--- src/rtl/tdd_pkg.sv ---
// ============================================================================
// tdd_pkg : shared types and constants for the tilt direction detector
// Codes, field widths, the arctangent table and the sequencer states.
// ============================================================================
package tdd_pkg;

    localparam int AccelW    = 16;
    localparam int CfgW      = 10;
    localparam int CfgIdxW   = 2;
    localparam int AngleW    = 11;
    localparam int MoveW     = 3;
    localparam int IndW      = 4;
    localparam int CordicN   = 16;
    localparam int IterW     = 4;
    localparam int VecW      = 27;   // CORDIC x/y, vector length stays below 2^25
    localparam int AngAccW   = 20;   // CORDIC angle sum, 1/256 of a tenth of a degree
    localparam int AtanW     = 17;

    localparam logic [CfgW-1:0] TriggerReset = 10'd200;
    localparam logic [CfgW-1:0] ReleaseReset = 10'd100;
    localparam logic [CfgW-1:0] TrendReset   = 10'd50;

    localparam logic signed [AngleW-1:0] AngleMax = 11'sd900;

    typedef enum logic [CfgIdxW-1:0] {
        CFG_TRIGGER = 2'd0,
        CFG_RELEASE = 2'd1,
        CFG_TREND   = 2'd2
    } cfg_idx_t;

    typedef enum logic [MoveW-1:0] {
        MOVE_LEFT  = 3'd0,
        MOVE_RIGHT = 3'd1,
        MOVE_UP    = 3'd2,
        MOVE_DOWN  = 3'd3,
        MOVE_NONE  = 3'd4
    } move_t;

    typedef enum logic [IndW-1:0] {
        IND_FLAT        = 4'd0,
        IND_UP          = 4'd1,
        IND_DOWN        = 4'd2,
        IND_LEFT        = 4'd3,
        IND_RIGHT       = 4'd4,
        IND_UP_TREND    = 4'd5,
        IND_DOWN_TREND  = 4'd6,
        IND_LEFT_TREND  = 4'd7,
        IND_RIGHT_TREND = 4'd8
    } ind_t;

    typedef enum logic [6:0] {
        ST_IDLE = 7'b0000001,
        ST_SQR  = 7'b0000010,
        ST_SUM  = 7'b0000100,
        ST_ROOT = 7'b0001000,
        ST_ROT  = 7'b0010000,
        ST_ANG  = 7'b0100000,
        ST_DONE = 7'b1000000
    } state_t;

    // atan(2^-i) in degrees times 2560, rounded
    function automatic logic [AtanW-1:0] atan_lut(input logic [IterW-1:0] i);
        logic [AtanW-1:0] v;
        case (i)
            4'd0:    v = 17'd115200;
            4'd1:    v = 17'd68007;
            4'd2:    v = 17'd35933;
            4'd3:    v = 17'd18240;
            4'd4:    v = 17'd9155;
            4'd5:    v = 17'd4582;
            4'd6:    v = 17'd2292;
            4'd7:    v = 17'd1146;
            4'd8:    v = 17'd573;
            4'd9:    v = 17'd286;
            4'd10:   v = 17'd143;
            4'd11:   v = 17'd72;
            4'd12:   v = 17'd36;
            4'd13:   v = 17'd18;
            4'd14:   v = 17'd9;
            4'd15:   v = 17'd4;
            default: v = 17'd0;
        endcase
        return v;
    endfunction

endpackage

--- src/rtl/tdd_in_if.sv ---
// ============================================================================
// tdd_in_if : sample request channel
// Valid/ready handshake carrying one three-axis acceleration sample.
// ============================================================================
interface tdd_in_if;
    logic                                valid;
    logic                                ready;
    logic signed [tdd_pkg::AccelW-1:0]   accel_x;
    logic signed [tdd_pkg::AccelW-1:0]   accel_y;
    logic signed [tdd_pkg::AccelW-1:0]   accel_z;

    modport source (output valid, output accel_x, output accel_y, output accel_z,
                    input ready);
    modport sink   (input valid, input accel_x, input accel_y, input accel_z,
                    output ready);
endinterface

--- src/rtl/tdd_out_if.sv ---
// ============================================================================
// tdd_out_if : result request channel
// Valid/ready handshake carrying move, indicator, both angles and the axis pick.
// ============================================================================
interface tdd_out_if;
    logic                                valid;
    logic                                ready;
    logic [tdd_pkg::MoveW-1:0]           move;
    logic [tdd_pkg::IndW-1:0]            indicator;
    logic signed [tdd_pkg::AngleW-1:0]   pitch_tenths;
    logic signed [tdd_pkg::AngleW-1:0]   roll_tenths;
    logic                                roll_dominant;

    modport source (output valid, output move, output indicator, output pitch_tenths,
                    output roll_tenths, output roll_dominant, input ready);
    modport sink   (input valid, input move, input indicator, input pitch_tenths,
                    input roll_tenths, input roll_dominant, output ready);
endinterface

--- src/rtl/tilt_direction_detector_unit.sv ---
// ============================================================================
// tilt_direction_detector_unit : pitch/roll tilt detector with move latch
// Squares, integer roots and CORDIC arctangents, one bit or step a cycle.
// ============================================================================
// Flow: each accepted sample is squared, summed, rooted, rotated by CORDIC,
//   turned into angles and decided before the result goes valid.
// The 16-step serial squarer, root and CORDIC units handle one sample at a
//   time, and the next request is taken only in the idle state; a new
//   sample waits until the last one is done. A stalled result holds the decide step.
// Reset: async active low; sequencer idle, result empty, detector armed,
//   thresholds back to 200 / 100 / 50 tenths.
module tilt_direction_detector_unit (
    input  logic                         clk,
    input  logic                         rst_n,
    tdd_in_if.sink                       sample,
    tdd_out_if.source                    result,
    input  logic                         cfg_wen,
    input  logic [tdd_pkg::CfgIdxW-1:0]  cfg_index,
    input  logic [tdd_pkg::CfgW-1:0]     cfg_wdata
);

    localparam int SqW   = 2 * tdd_pkg::AccelW - 1;  // |a|^2 <= 2^30
    localparam int RadW  = 2 * tdd_pkg::AccelW;      // sum of two squares
    localparam int RootW = tdd_pkg::AccelW;
    localparam int RemW  = RootW + 2;
    localparam int AngW  = tdd_pkg::AngleW;

    // ------------------------------------------------------------------
    // Control state
    // ------------------------------------------------------------------
    tdd_pkg::state_t                 state_reg, state_next;
    logic [tdd_pkg::IterW-1:0]       cnt_reg, cnt_next;
    logic                            out_valid_reg, out_valid_next;
    logic                            awaiting_reg, awaiting_next;
    logic [tdd_pkg::CfgW-1:0]        trig_reg, rel_reg, trend_reg;

    // ------------------------------------------------------------------
    // Datapath storage
    // Lane 0 of root/CORDIC is pitch (num = x), lane 1 is roll (num = y).
    // Squarer lanes: 0 = x, 1 = y, 2 = z.
    // ------------------------------------------------------------------
    logic signed [tdd_pkg::AccelW-1:0]  num_reg   [2];
    logic [SqW-1:0]                     mcand_reg [3];
    logic [tdd_pkg::AccelW-1:0]         mplier_reg[3];
    logic [SqW-1:0]                     sq_reg    [3];
    logic [RadW-1:0]                    rad_reg   [2];
    logic [RemW-1:0]                    rem_reg   [2];
    logic [RootW-1:0]                   root_reg  [2];
    logic signed [tdd_pkg::VecW-1:0]    cx_reg    [2];
    logic signed [tdd_pkg::VecW-1:0]    cy_reg    [2];
    logic signed [tdd_pkg::AngAccW-1:0] cz_reg    [2];
    logic                               zero_reg  [2];
    logic signed [AngW-1:0]             ang_reg   [2];

    logic [tdd_pkg::MoveW-1:0]          move_reg;
    logic [tdd_pkg::IndW-1:0]           ind_reg;
    logic signed [AngW-1:0]             pitch_out_reg, roll_out_reg;
    logic                               rdom_reg;

    logic accept;
    logic commit;
    logic last_step;

    assign accept    = sample.valid && sample.ready;
    assign commit    = (state_reg == tdd_pkg::ST_DONE) && (!out_valid_reg || result.ready);
    assign last_step = (cnt_reg == {tdd_pkg::IterW{1'b1}});

    assign sample.ready = (state_reg == tdd_pkg::ST_IDLE);

    function automatic logic [tdd_pkg::AccelW-1:0] mag16(
        input logic signed [tdd_pkg::AccelW-1:0] v);
        // -32768 maps to 32768, still fits unsigned
        return v[tdd_pkg::AccelW-1] ? tdd_pkg::AccelW'(-v) : tdd_pkg::AccelW'(v);
    endfunction

    // ------------------------------------------------------------------
    // Root step: one result bit per cycle, restoring method
    // ------------------------------------------------------------------
    logic [RemW+1:0]  rem_sh  [2];
    logic [RemW+1:0]  trial   [2];
    logic [RemW-1:0]  rem_nx  [2];
    logic [RootW-1:0] root_nx [2];

    always_comb
    begin
        for (int l = 0; l < 2; l++)
        begin
            rem_sh[l] = {rem_reg[l], rad_reg[l][RadW-1 -: 2]};
            trial[l]  = {2'b00, root_reg[l], 2'b01};
            if (rem_sh[l] >= trial[l])
            begin
                rem_nx[l]  = RemW'(rem_sh[l] - trial[l]);
                root_nx[l] = {root_reg[l][RootW-2:0], 1'b1};
            end
            else
            begin
                rem_nx[l]  = RemW'(rem_sh[l]);
                root_nx[l] = {root_reg[l][RootW-2:0], 1'b0};
            end
        end
    end

    // ------------------------------------------------------------------
    // CORDIC vectoring step: drive y toward zero, sum the rotation angle
    // ------------------------------------------------------------------
    logic signed [tdd_pkg::VecW-1:0]    xs       [2];
    logic signed [tdd_pkg::VecW-1:0]    ys       [2];
    logic signed [tdd_pkg::AngAccW-1:0] atan_s;

    assign atan_s = $signed({{(tdd_pkg::AngAccW - tdd_pkg::AtanW){1'b0}},
                             tdd_pkg::atan_lut(cnt_reg)});

    always_comb
    begin
        for (int l = 0; l < 2; l++)
        begin
            xs[l] = cx_reg[l] >>> cnt_reg;
            ys[l] = cy_reg[l] >>> cnt_reg;
        end
    end

    // ------------------------------------------------------------------
    // Angle: round the sum to tenths, clamp to +-90.0 degrees
    // ------------------------------------------------------------------
    logic signed [tdd_pkg::AngAccW-1:0] zr       [2];
    logic signed [tdd_pkg::AngAccW-9:0] tq       [2];
    logic signed [AngW-1:0]             ang_sat  [2];

    always_comb
    begin
        for (int l = 0; l < 2; l++)
        begin
            zr[l] = cz_reg[l] + tdd_pkg::AngAccW'(128);
            tq[l] = zr[l][tdd_pkg::AngAccW-1:8];
            if (zero_reg[l])
                ang_sat[l] = '0;
            else if (tq[l] > (tdd_pkg::AngAccW-8)'(tdd_pkg::AngleMax))
                ang_sat[l] = tdd_pkg::AngleMax;
            else if (tq[l] < -(tdd_pkg::AngAccW-8)'(tdd_pkg::AngleMax))
                ang_sat[l] = -tdd_pkg::AngleMax;
            else
                ang_sat[l] = AngW'(tq[l]);
        end
    end

    // ------------------------------------------------------------------
    // Decision: dominant axis, thresholds, release latch
    // ------------------------------------------------------------------
    logic signed [AngW:0]       p12, r12, trig12, trend12;
    logic [tdd_pkg::CfgW-1:0]   p_abs, r_abs;
    logic                       roll_dom;
    tdd_pkg::move_t             dir;
    tdd_pkg::ind_t              ind;
    tdd_pkg::move_t             move_val;
    logic                       blocked;
    logic                       rearm;

    always_comb
    begin
        p12     = {ang_reg[0][AngW-1], ang_reg[0]};
        r12     = {ang_reg[1][AngW-1], ang_reg[1]};
        trig12  = $signed({2'b00, trig_reg});
        trend12 = $signed({2'b00, trend_reg});
        p_abs   = tdd_pkg::CfgW'(ang_reg[0][AngW-1] ? -p12 : p12);
        r_abs   = tdd_pkg::CfgW'(ang_reg[1][AngW-1] ? -r12 : r12);
        // tie goes to roll
        roll_dom = !(p_abs > r_abs);
        dir = tdd_pkg::MOVE_NONE;
        ind = tdd_pkg::IND_FLAT;
        if (!roll_dom)
        begin
            if (p12 < -trig12)
            begin
                dir = tdd_pkg::MOVE_UP;
                ind = tdd_pkg::IND_UP;
            end
            else if (p12 > trig12)
            begin
                dir = tdd_pkg::MOVE_DOWN;
                ind = tdd_pkg::IND_DOWN;
            end
            else if (p12 < -trend12)
                ind = tdd_pkg::IND_UP_TREND;
            else if (p12 > trend12)
                ind = tdd_pkg::IND_DOWN_TREND;
        end
        else
        begin
            if (r12 > trig12)
            begin
                dir = tdd_pkg::MOVE_RIGHT;
                ind = tdd_pkg::IND_RIGHT;
            end
            else if (r12 < -trig12)
            begin
                dir = tdd_pkg::MOVE_LEFT;
                ind = tdd_pkg::IND_LEFT;
            end
            else if (r12 > trend12)
                ind = tdd_pkg::IND_RIGHT_TREND;
            else if (r12 < -trend12)
                ind = tdd_pkg::IND_LEFT_TREND;
        end

        // rearm and fire may happen on the same sample
        rearm         = (p_abs < rel_reg) && (r_abs < rel_reg);
        blocked       = awaiting_reg && !rearm;
        awaiting_next = awaiting_reg && !rearm;
        move_val      = tdd_pkg::MOVE_NONE;
        if (!blocked && (dir != tdd_pkg::MOVE_NONE))
        begin
            awaiting_next = 1'b1;
            move_val      = dir;
        end
    end

    // ------------------------------------------------------------------
    // Sequencer
    // ------------------------------------------------------------------
    always_comb
    begin
        state_next = state_reg;
        cnt_next   = '0;
        case (state_reg)
            tdd_pkg::ST_IDLE:
            begin
                if (accept)
                    state_next = tdd_pkg::ST_SQR;
            end
            tdd_pkg::ST_SQR:
            begin
                cnt_next = cnt_reg + 1'b1;
                if (last_step)
                    state_next = tdd_pkg::ST_SUM;
            end
            tdd_pkg::ST_SUM:
                state_next = tdd_pkg::ST_ROOT;
            tdd_pkg::ST_ROOT:
            begin
                cnt_next = cnt_reg + 1'b1;
                if (last_step)
                    state_next = tdd_pkg::ST_ROT;
            end
            tdd_pkg::ST_ROT:
            begin
                cnt_next = cnt_reg + 1'b1;
                if (last_step)
                    state_next = tdd_pkg::ST_ANG;
            end
            tdd_pkg::ST_ANG:
                state_next = tdd_pkg::ST_DONE;
            tdd_pkg::ST_DONE:
            begin
                if (commit)
                    state_next = tdd_pkg::ST_IDLE;
            end
            default:
                state_next = tdd_pkg::ST_IDLE;
        endcase

        if (commit)
            out_valid_next = 1'b1;
        else if (result.ready)
            out_valid_next = 1'b0;
        else
            out_valid_next = out_valid_reg;
    end

    always_ff @(posedge clk or negedge rst_n)
    begin
        if (!rst_n)
        begin
            state_reg     <= tdd_pkg::ST_IDLE;
            cnt_reg       <= '0;
            out_valid_reg <= 1'b0;
            awaiting_reg  <= 1'b0;
            trig_reg      <= tdd_pkg::TriggerReset;
            rel_reg       <= tdd_pkg::ReleaseReset;
            trend_reg     <= tdd_pkg::TrendReset;
        end
        else
        begin
            state_reg     <= state_next;
            cnt_reg       <= cnt_next;
            out_valid_reg <= out_valid_next;
            if (commit)
                awaiting_reg <= awaiting_next;
            if (cfg_wen)
            begin
                case (cfg_index)
                    tdd_pkg::CFG_TRIGGER: trig_reg  <= cfg_wdata;
                    tdd_pkg::CFG_RELEASE: rel_reg   <= cfg_wdata;
                    tdd_pkg::CFG_TREND:   trend_reg <= cfg_wdata;
                    default:              ;
                endcase
            end
        end
    end

    // ------------------------------------------------------------------
    // Datapath registers (no reset)
    // ------------------------------------------------------------------
    always_ff @(posedge clk)
    begin
        case (state_reg)
            tdd_pkg::ST_IDLE:
            begin
                if (accept)
                begin
                    num_reg[0]    <= sample.accel_x;
                    num_reg[1]    <= sample.accel_y;
                    mplier_reg[0] <= mag16(sample.accel_x);
                    mplier_reg[1] <= mag16(sample.accel_y);
                    mplier_reg[2] <= mag16(sample.accel_z);
                    mcand_reg[0]  <= SqW'(mag16(sample.accel_x));
                    mcand_reg[1]  <= SqW'(mag16(sample.accel_y));
                    mcand_reg[2]  <= SqW'(mag16(sample.accel_z));
                    for (int l = 0; l < 3; l++)
                        sq_reg[l] <= '0;
                end
            end
            tdd_pkg::ST_SQR:
            begin
                // shift-add square, one multiplier bit per cycle
                for (int l = 0; l < 3; l++)
                begin
                    if (mplier_reg[l][0])
                        sq_reg[l] <= sq_reg[l] + mcand_reg[l];
                    mcand_reg[l]  <= {mcand_reg[l][SqW-2:0], 1'b0};
                    mplier_reg[l] <= {1'b0, mplier_reg[l][tdd_pkg::AccelW-1:1]};
                end
            end
            tdd_pkg::ST_SUM:
            begin
                rad_reg[0] <= RadW'(sq_reg[1]) + RadW'(sq_reg[2]);
                rad_reg[1] <= RadW'(sq_reg[0]) + RadW'(sq_reg[2]);
                for (int l = 0; l < 2; l++)
                begin
                    rem_reg[l]  <= '0;
                    root_reg[l] <= '0;
                end
            end
            tdd_pkg::ST_ROOT:
            begin
                for (int l = 0; l < 2; l++)
                begin
                    rem_reg[l]  <= rem_nx[l];
                    root_reg[l] <= root_nx[l];
                    rad_reg[l]  <= {rad_reg[l][RadW-3:0], 2'b00};
                    if (last_step)
                    begin
                        cx_reg[l]   <= $signed({3'b000, root_nx[l], 8'h00});
                        cy_reg[l]   <= tdd_pkg::VecW'($signed({num_reg[l], 8'h00}));
                        cz_reg[l]   <= '0;
                        zero_reg[l] <= (root_nx[l] == '0) && (num_reg[l] == '0);
                    end
                end
            end
            tdd_pkg::ST_ROT:
            begin
                for (int l = 0; l < 2; l++)
                begin
                    if (!cy_reg[l][tdd_pkg::VecW-1])
                    begin
                        cx_reg[l] <= cx_reg[l] + ys[l];
                        cy_reg[l] <= cy_reg[l] - xs[l];
                        cz_reg[l] <= cz_reg[l] + atan_s;
                    end
                    else
                    begin
                        cx_reg[l] <= cx_reg[l] - ys[l];
                        cy_reg[l] <= cy_reg[l] + xs[l];
                        cz_reg[l] <= cz_reg[l] - atan_s;
                    end
                end
            end
            tdd_pkg::ST_ANG:
            begin
                for (int l = 0; l < 2; l++)
                    ang_reg[l] <= ang_sat[l];
            end
            tdd_pkg::ST_DONE:
            begin
                if (commit)
                begin
                    move_reg      <= move_val;
                    ind_reg       <= ind;
                    pitch_out_reg <= ang_reg[0];
                    roll_out_reg  <= ang_reg[1];
                    rdom_reg      <= roll_dom;
                end
            end
            default:
            begin
            end
        endcase
    end

    assign result.valid         = out_valid_reg;
    assign result.move          = move_reg;
    assign result.indicator     = ind_reg;
    assign result.pitch_tenths  = pitch_out_reg;
    assign result.roll_tenths   = roll_out_reg;
    assign result.roll_dominant = rdom_reg;

endmodule

--- src/flat_wrapper.sv ---
// flat-port wrapper written by rule: the top's interface ports become plain ports
module tilt_direction_detector_unit_flat 
  (clk, rst_n, cfg_wen, cfg_index, cfg_wdata, sample_valid, sample_accel_x, sample_accel_y, sample_accel_z, sample_ready, result_valid, result_move, result_indicator, result_pitch_tenths, result_roll_tenths, result_roll_dominant, result_ready);
  tdd_in_if sample_i ();
  tdd_out_if result_i ();
  input  logic clk;
  input  logic rst_n;
  input  logic cfg_wen;
  input  logic [tdd_pkg::CfgIdxW-1:0] cfg_index;
  input  logic [tdd_pkg::CfgW-1:0] cfg_wdata;
  input wire logic [$bits(sample_i.valid)-1:0] sample_valid;
  input wire logic [$bits(sample_i.accel_x)-1:0] sample_accel_x;
  input wire logic [$bits(sample_i.accel_y)-1:0] sample_accel_y;
  input wire logic [$bits(sample_i.accel_z)-1:0] sample_accel_z;
  output wire logic [$bits(sample_i.ready)-1:0] sample_ready;
  output wire logic [$bits(result_i.valid)-1:0] result_valid;
  output wire logic [$bits(result_i.move)-1:0] result_move;
  output wire logic [$bits(result_i.indicator)-1:0] result_indicator;
  output wire logic [$bits(result_i.pitch_tenths)-1:0] result_pitch_tenths;
  output wire logic [$bits(result_i.roll_tenths)-1:0] result_roll_tenths;
  output wire logic [$bits(result_i.roll_dominant)-1:0] result_roll_dominant;
  input wire logic [$bits(result_i.ready)-1:0] result_ready;
  assign sample_i.valid = sample_valid;
  assign sample_i.accel_x = sample_accel_x;
  assign sample_i.accel_y = sample_accel_y;
  assign sample_i.accel_z = sample_accel_z;
  assign sample_ready = sample_i.ready;
  assign result_valid = result_i.valid;
  assign result_move = result_i.move;
  assign result_indicator = result_i.indicator;
  assign result_pitch_tenths = result_i.pitch_tenths;
  assign result_roll_tenths = result_i.roll_tenths;
  assign result_roll_dominant = result_i.roll_dominant;
  assign result_i.ready = result_ready;
  tilt_direction_detector_unit u_core (.clk(clk), .rst_n(rst_n), .sample(sample_i), .result(result_i), .cfg_wen(cfg_wen), .cfg_index(cfg_index), .cfg_wdata(cfg_wdata));
endmodule
--- config.mk ---
export PLATFORM = sky130hd
export DESIGN_NAME = tilt_direction_detector_unit_flat
export DESIGN_NICKNAME = d
export VERILOG_FILES = /design/src/rtl/tdd_pkg.sv /design/src/rtl/tdd_in_if.sv /design/src/rtl/tdd_out_if.sv /design/src/rtl/tilt_direction_detector_unit.sv /design/src/flat_wrapper.sv
export SDC_FILE = /design/constraint.sdc
export NUM_CORES = 2
export LEC_CHECK = 0
export BUFFER_PORTS_ARGS = -buffer_cell sky130_fd_sc_hd__buf_2
export CAP_MARGIN = 30
export CORE_MARGIN = 5
export CORE_UTILIZATION = 35
export CTS_CLUSTER_DIAMETER = 120
export CTS_CLUSTER_SIZE = 30
export DETAILED_ROUTE_END_ITERATION = 10
export MAX_ROUTING_LAYER = met4
export PLACE_DENSITY = 0.6
export SYNTH_ARGS = -nofsm -noshare
export SYNTH_HDL_FRONTEND = slang
export SYNTH_SLANG_ARGS = --single-unit
--- constraint.sdc ---
create_clock -name clk -period 9.8 [get_ports clk]
set_input_delay 1.47 -clock clk [delete_from_list [all_inputs] [get_ports clk]]
set_output_delay 1.47 -clock clk [all_outputs]
set_load 0.03 [all_outputs]
==> out/qor.txt <==
Worst path max stage delay: 960 ps
Fin. max-slew vios: 0
Post CTS Setup Buffer Count: 0
Hold Worst Slack: 516 ps
Routed wire length: 141000 µm
GP Congestion: 0.888
Fin. Hold Viols: 0
Max-cap violation count: 0
Die ar.: 161000 µm²
Hold crit path type: reg -> reg
Synth Area in XOR/XNOR: 6.79%
# IOs: 97
Critical-path top delay cell: dfrtp_4
WS Path Type: reg -> reg
Post-Syn Area: 53500 µm²
Worst Path Required: 10250 ps
# hold bufs at CTS: 0
CORE AREA: 152000 µm²
Mapped Cells: 5820
Leak: 0.0229 µW
Fraction of registers with async set or reset after synthesis: 6.69%
Cell variety after synth: 95
Warnings, synthesis: 0
CP cell instances: buf_4, mux2_2, o21ai_0, mux2i_1, nand2_1, o21ai_0, ha_1, fa_1, nor2b_1, o311ai_0, a211oi_1, o21bai_1, a41oi_1, a21oi_1, o21ai_0, o31a_1, o31ai_1, xnor2_1, nor2_1
Peak fanout along the critical path: 73
Largest net degree at the start of global routing: 145
CP endpoint kind: flop
Post-synthesis mux area share: 6.02%
Clock slew at reported path FFs: 120 ps
Routed len/inst: 18.0 µm
Avg Inst Size Synth: 9.20 µm²
RSZ-0062 raised after global routing: no
Register area share after synthesis: 35.7%
Detailed Place HPWL: 107000 µm
Num rows: 143
Share of cells above drive strength 1: 6.69%
Number of CTS-inserted buffers: 31
Top_reg_cell synth: edfxtp_1
Largest family of logic cells by synthesized area: compound AO/OA/AOI/OAI gates
Antenna violations before repair: 15
Final ANT Viol Nets: 0
H-tree Lvls: 1
Vias in the first global route: 40949
Slew of the pin with the lowest slew margin: 1030 ps
Outcome: complete, no violations
Clk sink count: 643
First-pass GRT wire length: 226000 µm
Initial Util: 35.2%
Post-Synth Adder-Cell Area: 13.0%
Syn Nets: 6430
CTS tree: yes
Final net count: 6372
TritonRoute pass-1 iters: 5
Die Y-Extent: 401 µm
Worst setup SP type: flop
Commonest non-fill, non-tap cell in the layout: nor2_1
# setup viols final: 0
Family with the most delay on the worst path: compound AO/OA/AOI/OAI gates
Max-slew headroom: 29.7%
CTS Buffer Depth: 3
F_max: 156 MHz
Placed Cells: 7757
CTS root buffer: clkbuf_16
# DRC: 0
Commonest non-fill, non-tap cells in the layout: nor2_1, edfxtp_1, ha_1
Setup TNS: 0 ps
Clock Skews: 67.4 ps
Synthesis-to-finish area growth: 7.02%
I/O Buffers: 96
Iter 0 DRT Violations: 3027
Most common cell on crit path: o21ai_0
Final core occ: 37.7%
Final std cells w/o fill: 7826
Clock latency on the worst-skew pair: 710 ps
CP bufs+invs: 1
Width of the chip: 401 µm
Routed vias: 42685
Pwr dens: 214 nW/µm²
Synth Area in Compound Gates: 18.8%
# resized after CTS: 0
Fraction of the mapped netlist area in simple logic gates: 15.8%
Gr usage total: 17.4%
Tmin final: 6390 ps
Post-synth EDFFs: 600
CP arrival: 6840 ps
Grt ovf: 0
Synth Register Bits: 643
Post-DR vias/cell: 5.45
Final period utilization: 65.2%
VDD IR-drop max: 0.000161 V
==> through the flow <==
step | power, µW | instance area [µm²] | worst slack [ps]
floorplan | 9120 | 53500 | 2000
global placement | 10400 | 56000 | 3550
detailed placement | 10500 | 56100 | 3460
CTS | 12300 | 57200 | 3440
global route | 13200 | 57300 | 2660
finish | 12200 | 57300 | 3410
==> Yosys cell counts, drive strengths merged, types with 12 or more instances <==
master	instances	area share [%]
a211oi	76	1.1
a21boi	14	0.20
o21bai	51	0.72
a2111oi	14	0.23
nor3b	14	0.20
mux2i	124	2.3
nor2b	70	0.82
o31ai	49	0.69
mux4	57	2.4
mux2	61	1.3
xor2	185	3.0
or3	35	0.41
nand3b	12	0.17
and2	71	0.83
fa	14	0.52
a31o	17	0.28
o41ai	22	0.36
or2	24	0.28
nor2	621	4.4
a31oi	50	0.60
o21a	158	2.2
nand2	495	3.5
buf	51	0.48
ha	531	12
nand4	39	0.46
nor3	124	1.2
inv	301	2.1
a21o	131	1.8
clkbuf	182	1.3
xnor2	230	3.8
dfrtp	33	1.5
o31a	12	0.20
edfxtp	600	34
a21oi	429	4.0
o211ai	25	0.35
and3	52	0.61
nand3	103	0.98
nor4	40	0.50
o21ai	469	4.4
nand2b	83	0.97
==> path summary, 6_finish.rpt <==
kind	to	slack (ps)	cells after the start	startpoint
max in group asynchronous	u_core.cnt_reg[0]	8370	2	rst_n
setup / recovery	u_core.cx_reg[1][24]	3410	19	u_core.cnt_reg[1]
min in group asynchronous	u_core.trig_reg[8]	900	2	rst_n
setup reg to reg	u_core.cx_reg[1][24]	3410	19	u_core.cnt_reg[1]
hold / removal	u_core.rel_reg[4]	520	1	u_core.rel_reg[4]
hold reg to reg	u_core.rel_reg[4]	520	1	u_core.rel_reg[4]
==> cells by family after synthesis <==
| group | count (synthesis) |
|---|---|
| simple gates | 1816 |
| compound gates | 1620 |
| flops | 643 |
| fa+ha+maj | 548 |
| buf+inv | 536 |
| xor+xnor | 415 |
| mux | 242 |
==> metal layers <==
layer | GRT usage [%] | up-vias | wire (µm)
met3 | 1.82 | 143 | 7200
li1 | - | 21103 | -
met2 | 28.2 | 909 | 64800
met5 | - | - | 0
met4 | 3.40 | 0 | 2990
met1 | 23.7 | 20530 | 66100
==> area by class of cell <==
| cell class | count | area, µm² |
|---|---|---|
| antenna | 9 | 22.5 |
| clock buffer | 42 | 827 |
| clock inverter | 16 | 285 |
| fill | 15215 | 94600 |
| inverter | 303 | 1140 |
| multi-input combinational | 4641 | 32400 |
| sequential | 643 | 19100 |
| tap | 2030 | 2540 |
| timing repair buffer | 142 | 950 |
==> power breakdown <==
group          switching [µW]  internal (µW)
combinational            3720           2700
sequential                367           3740
clock                    1030            677
Note: power is estimated with default switching activity, not from simulation.
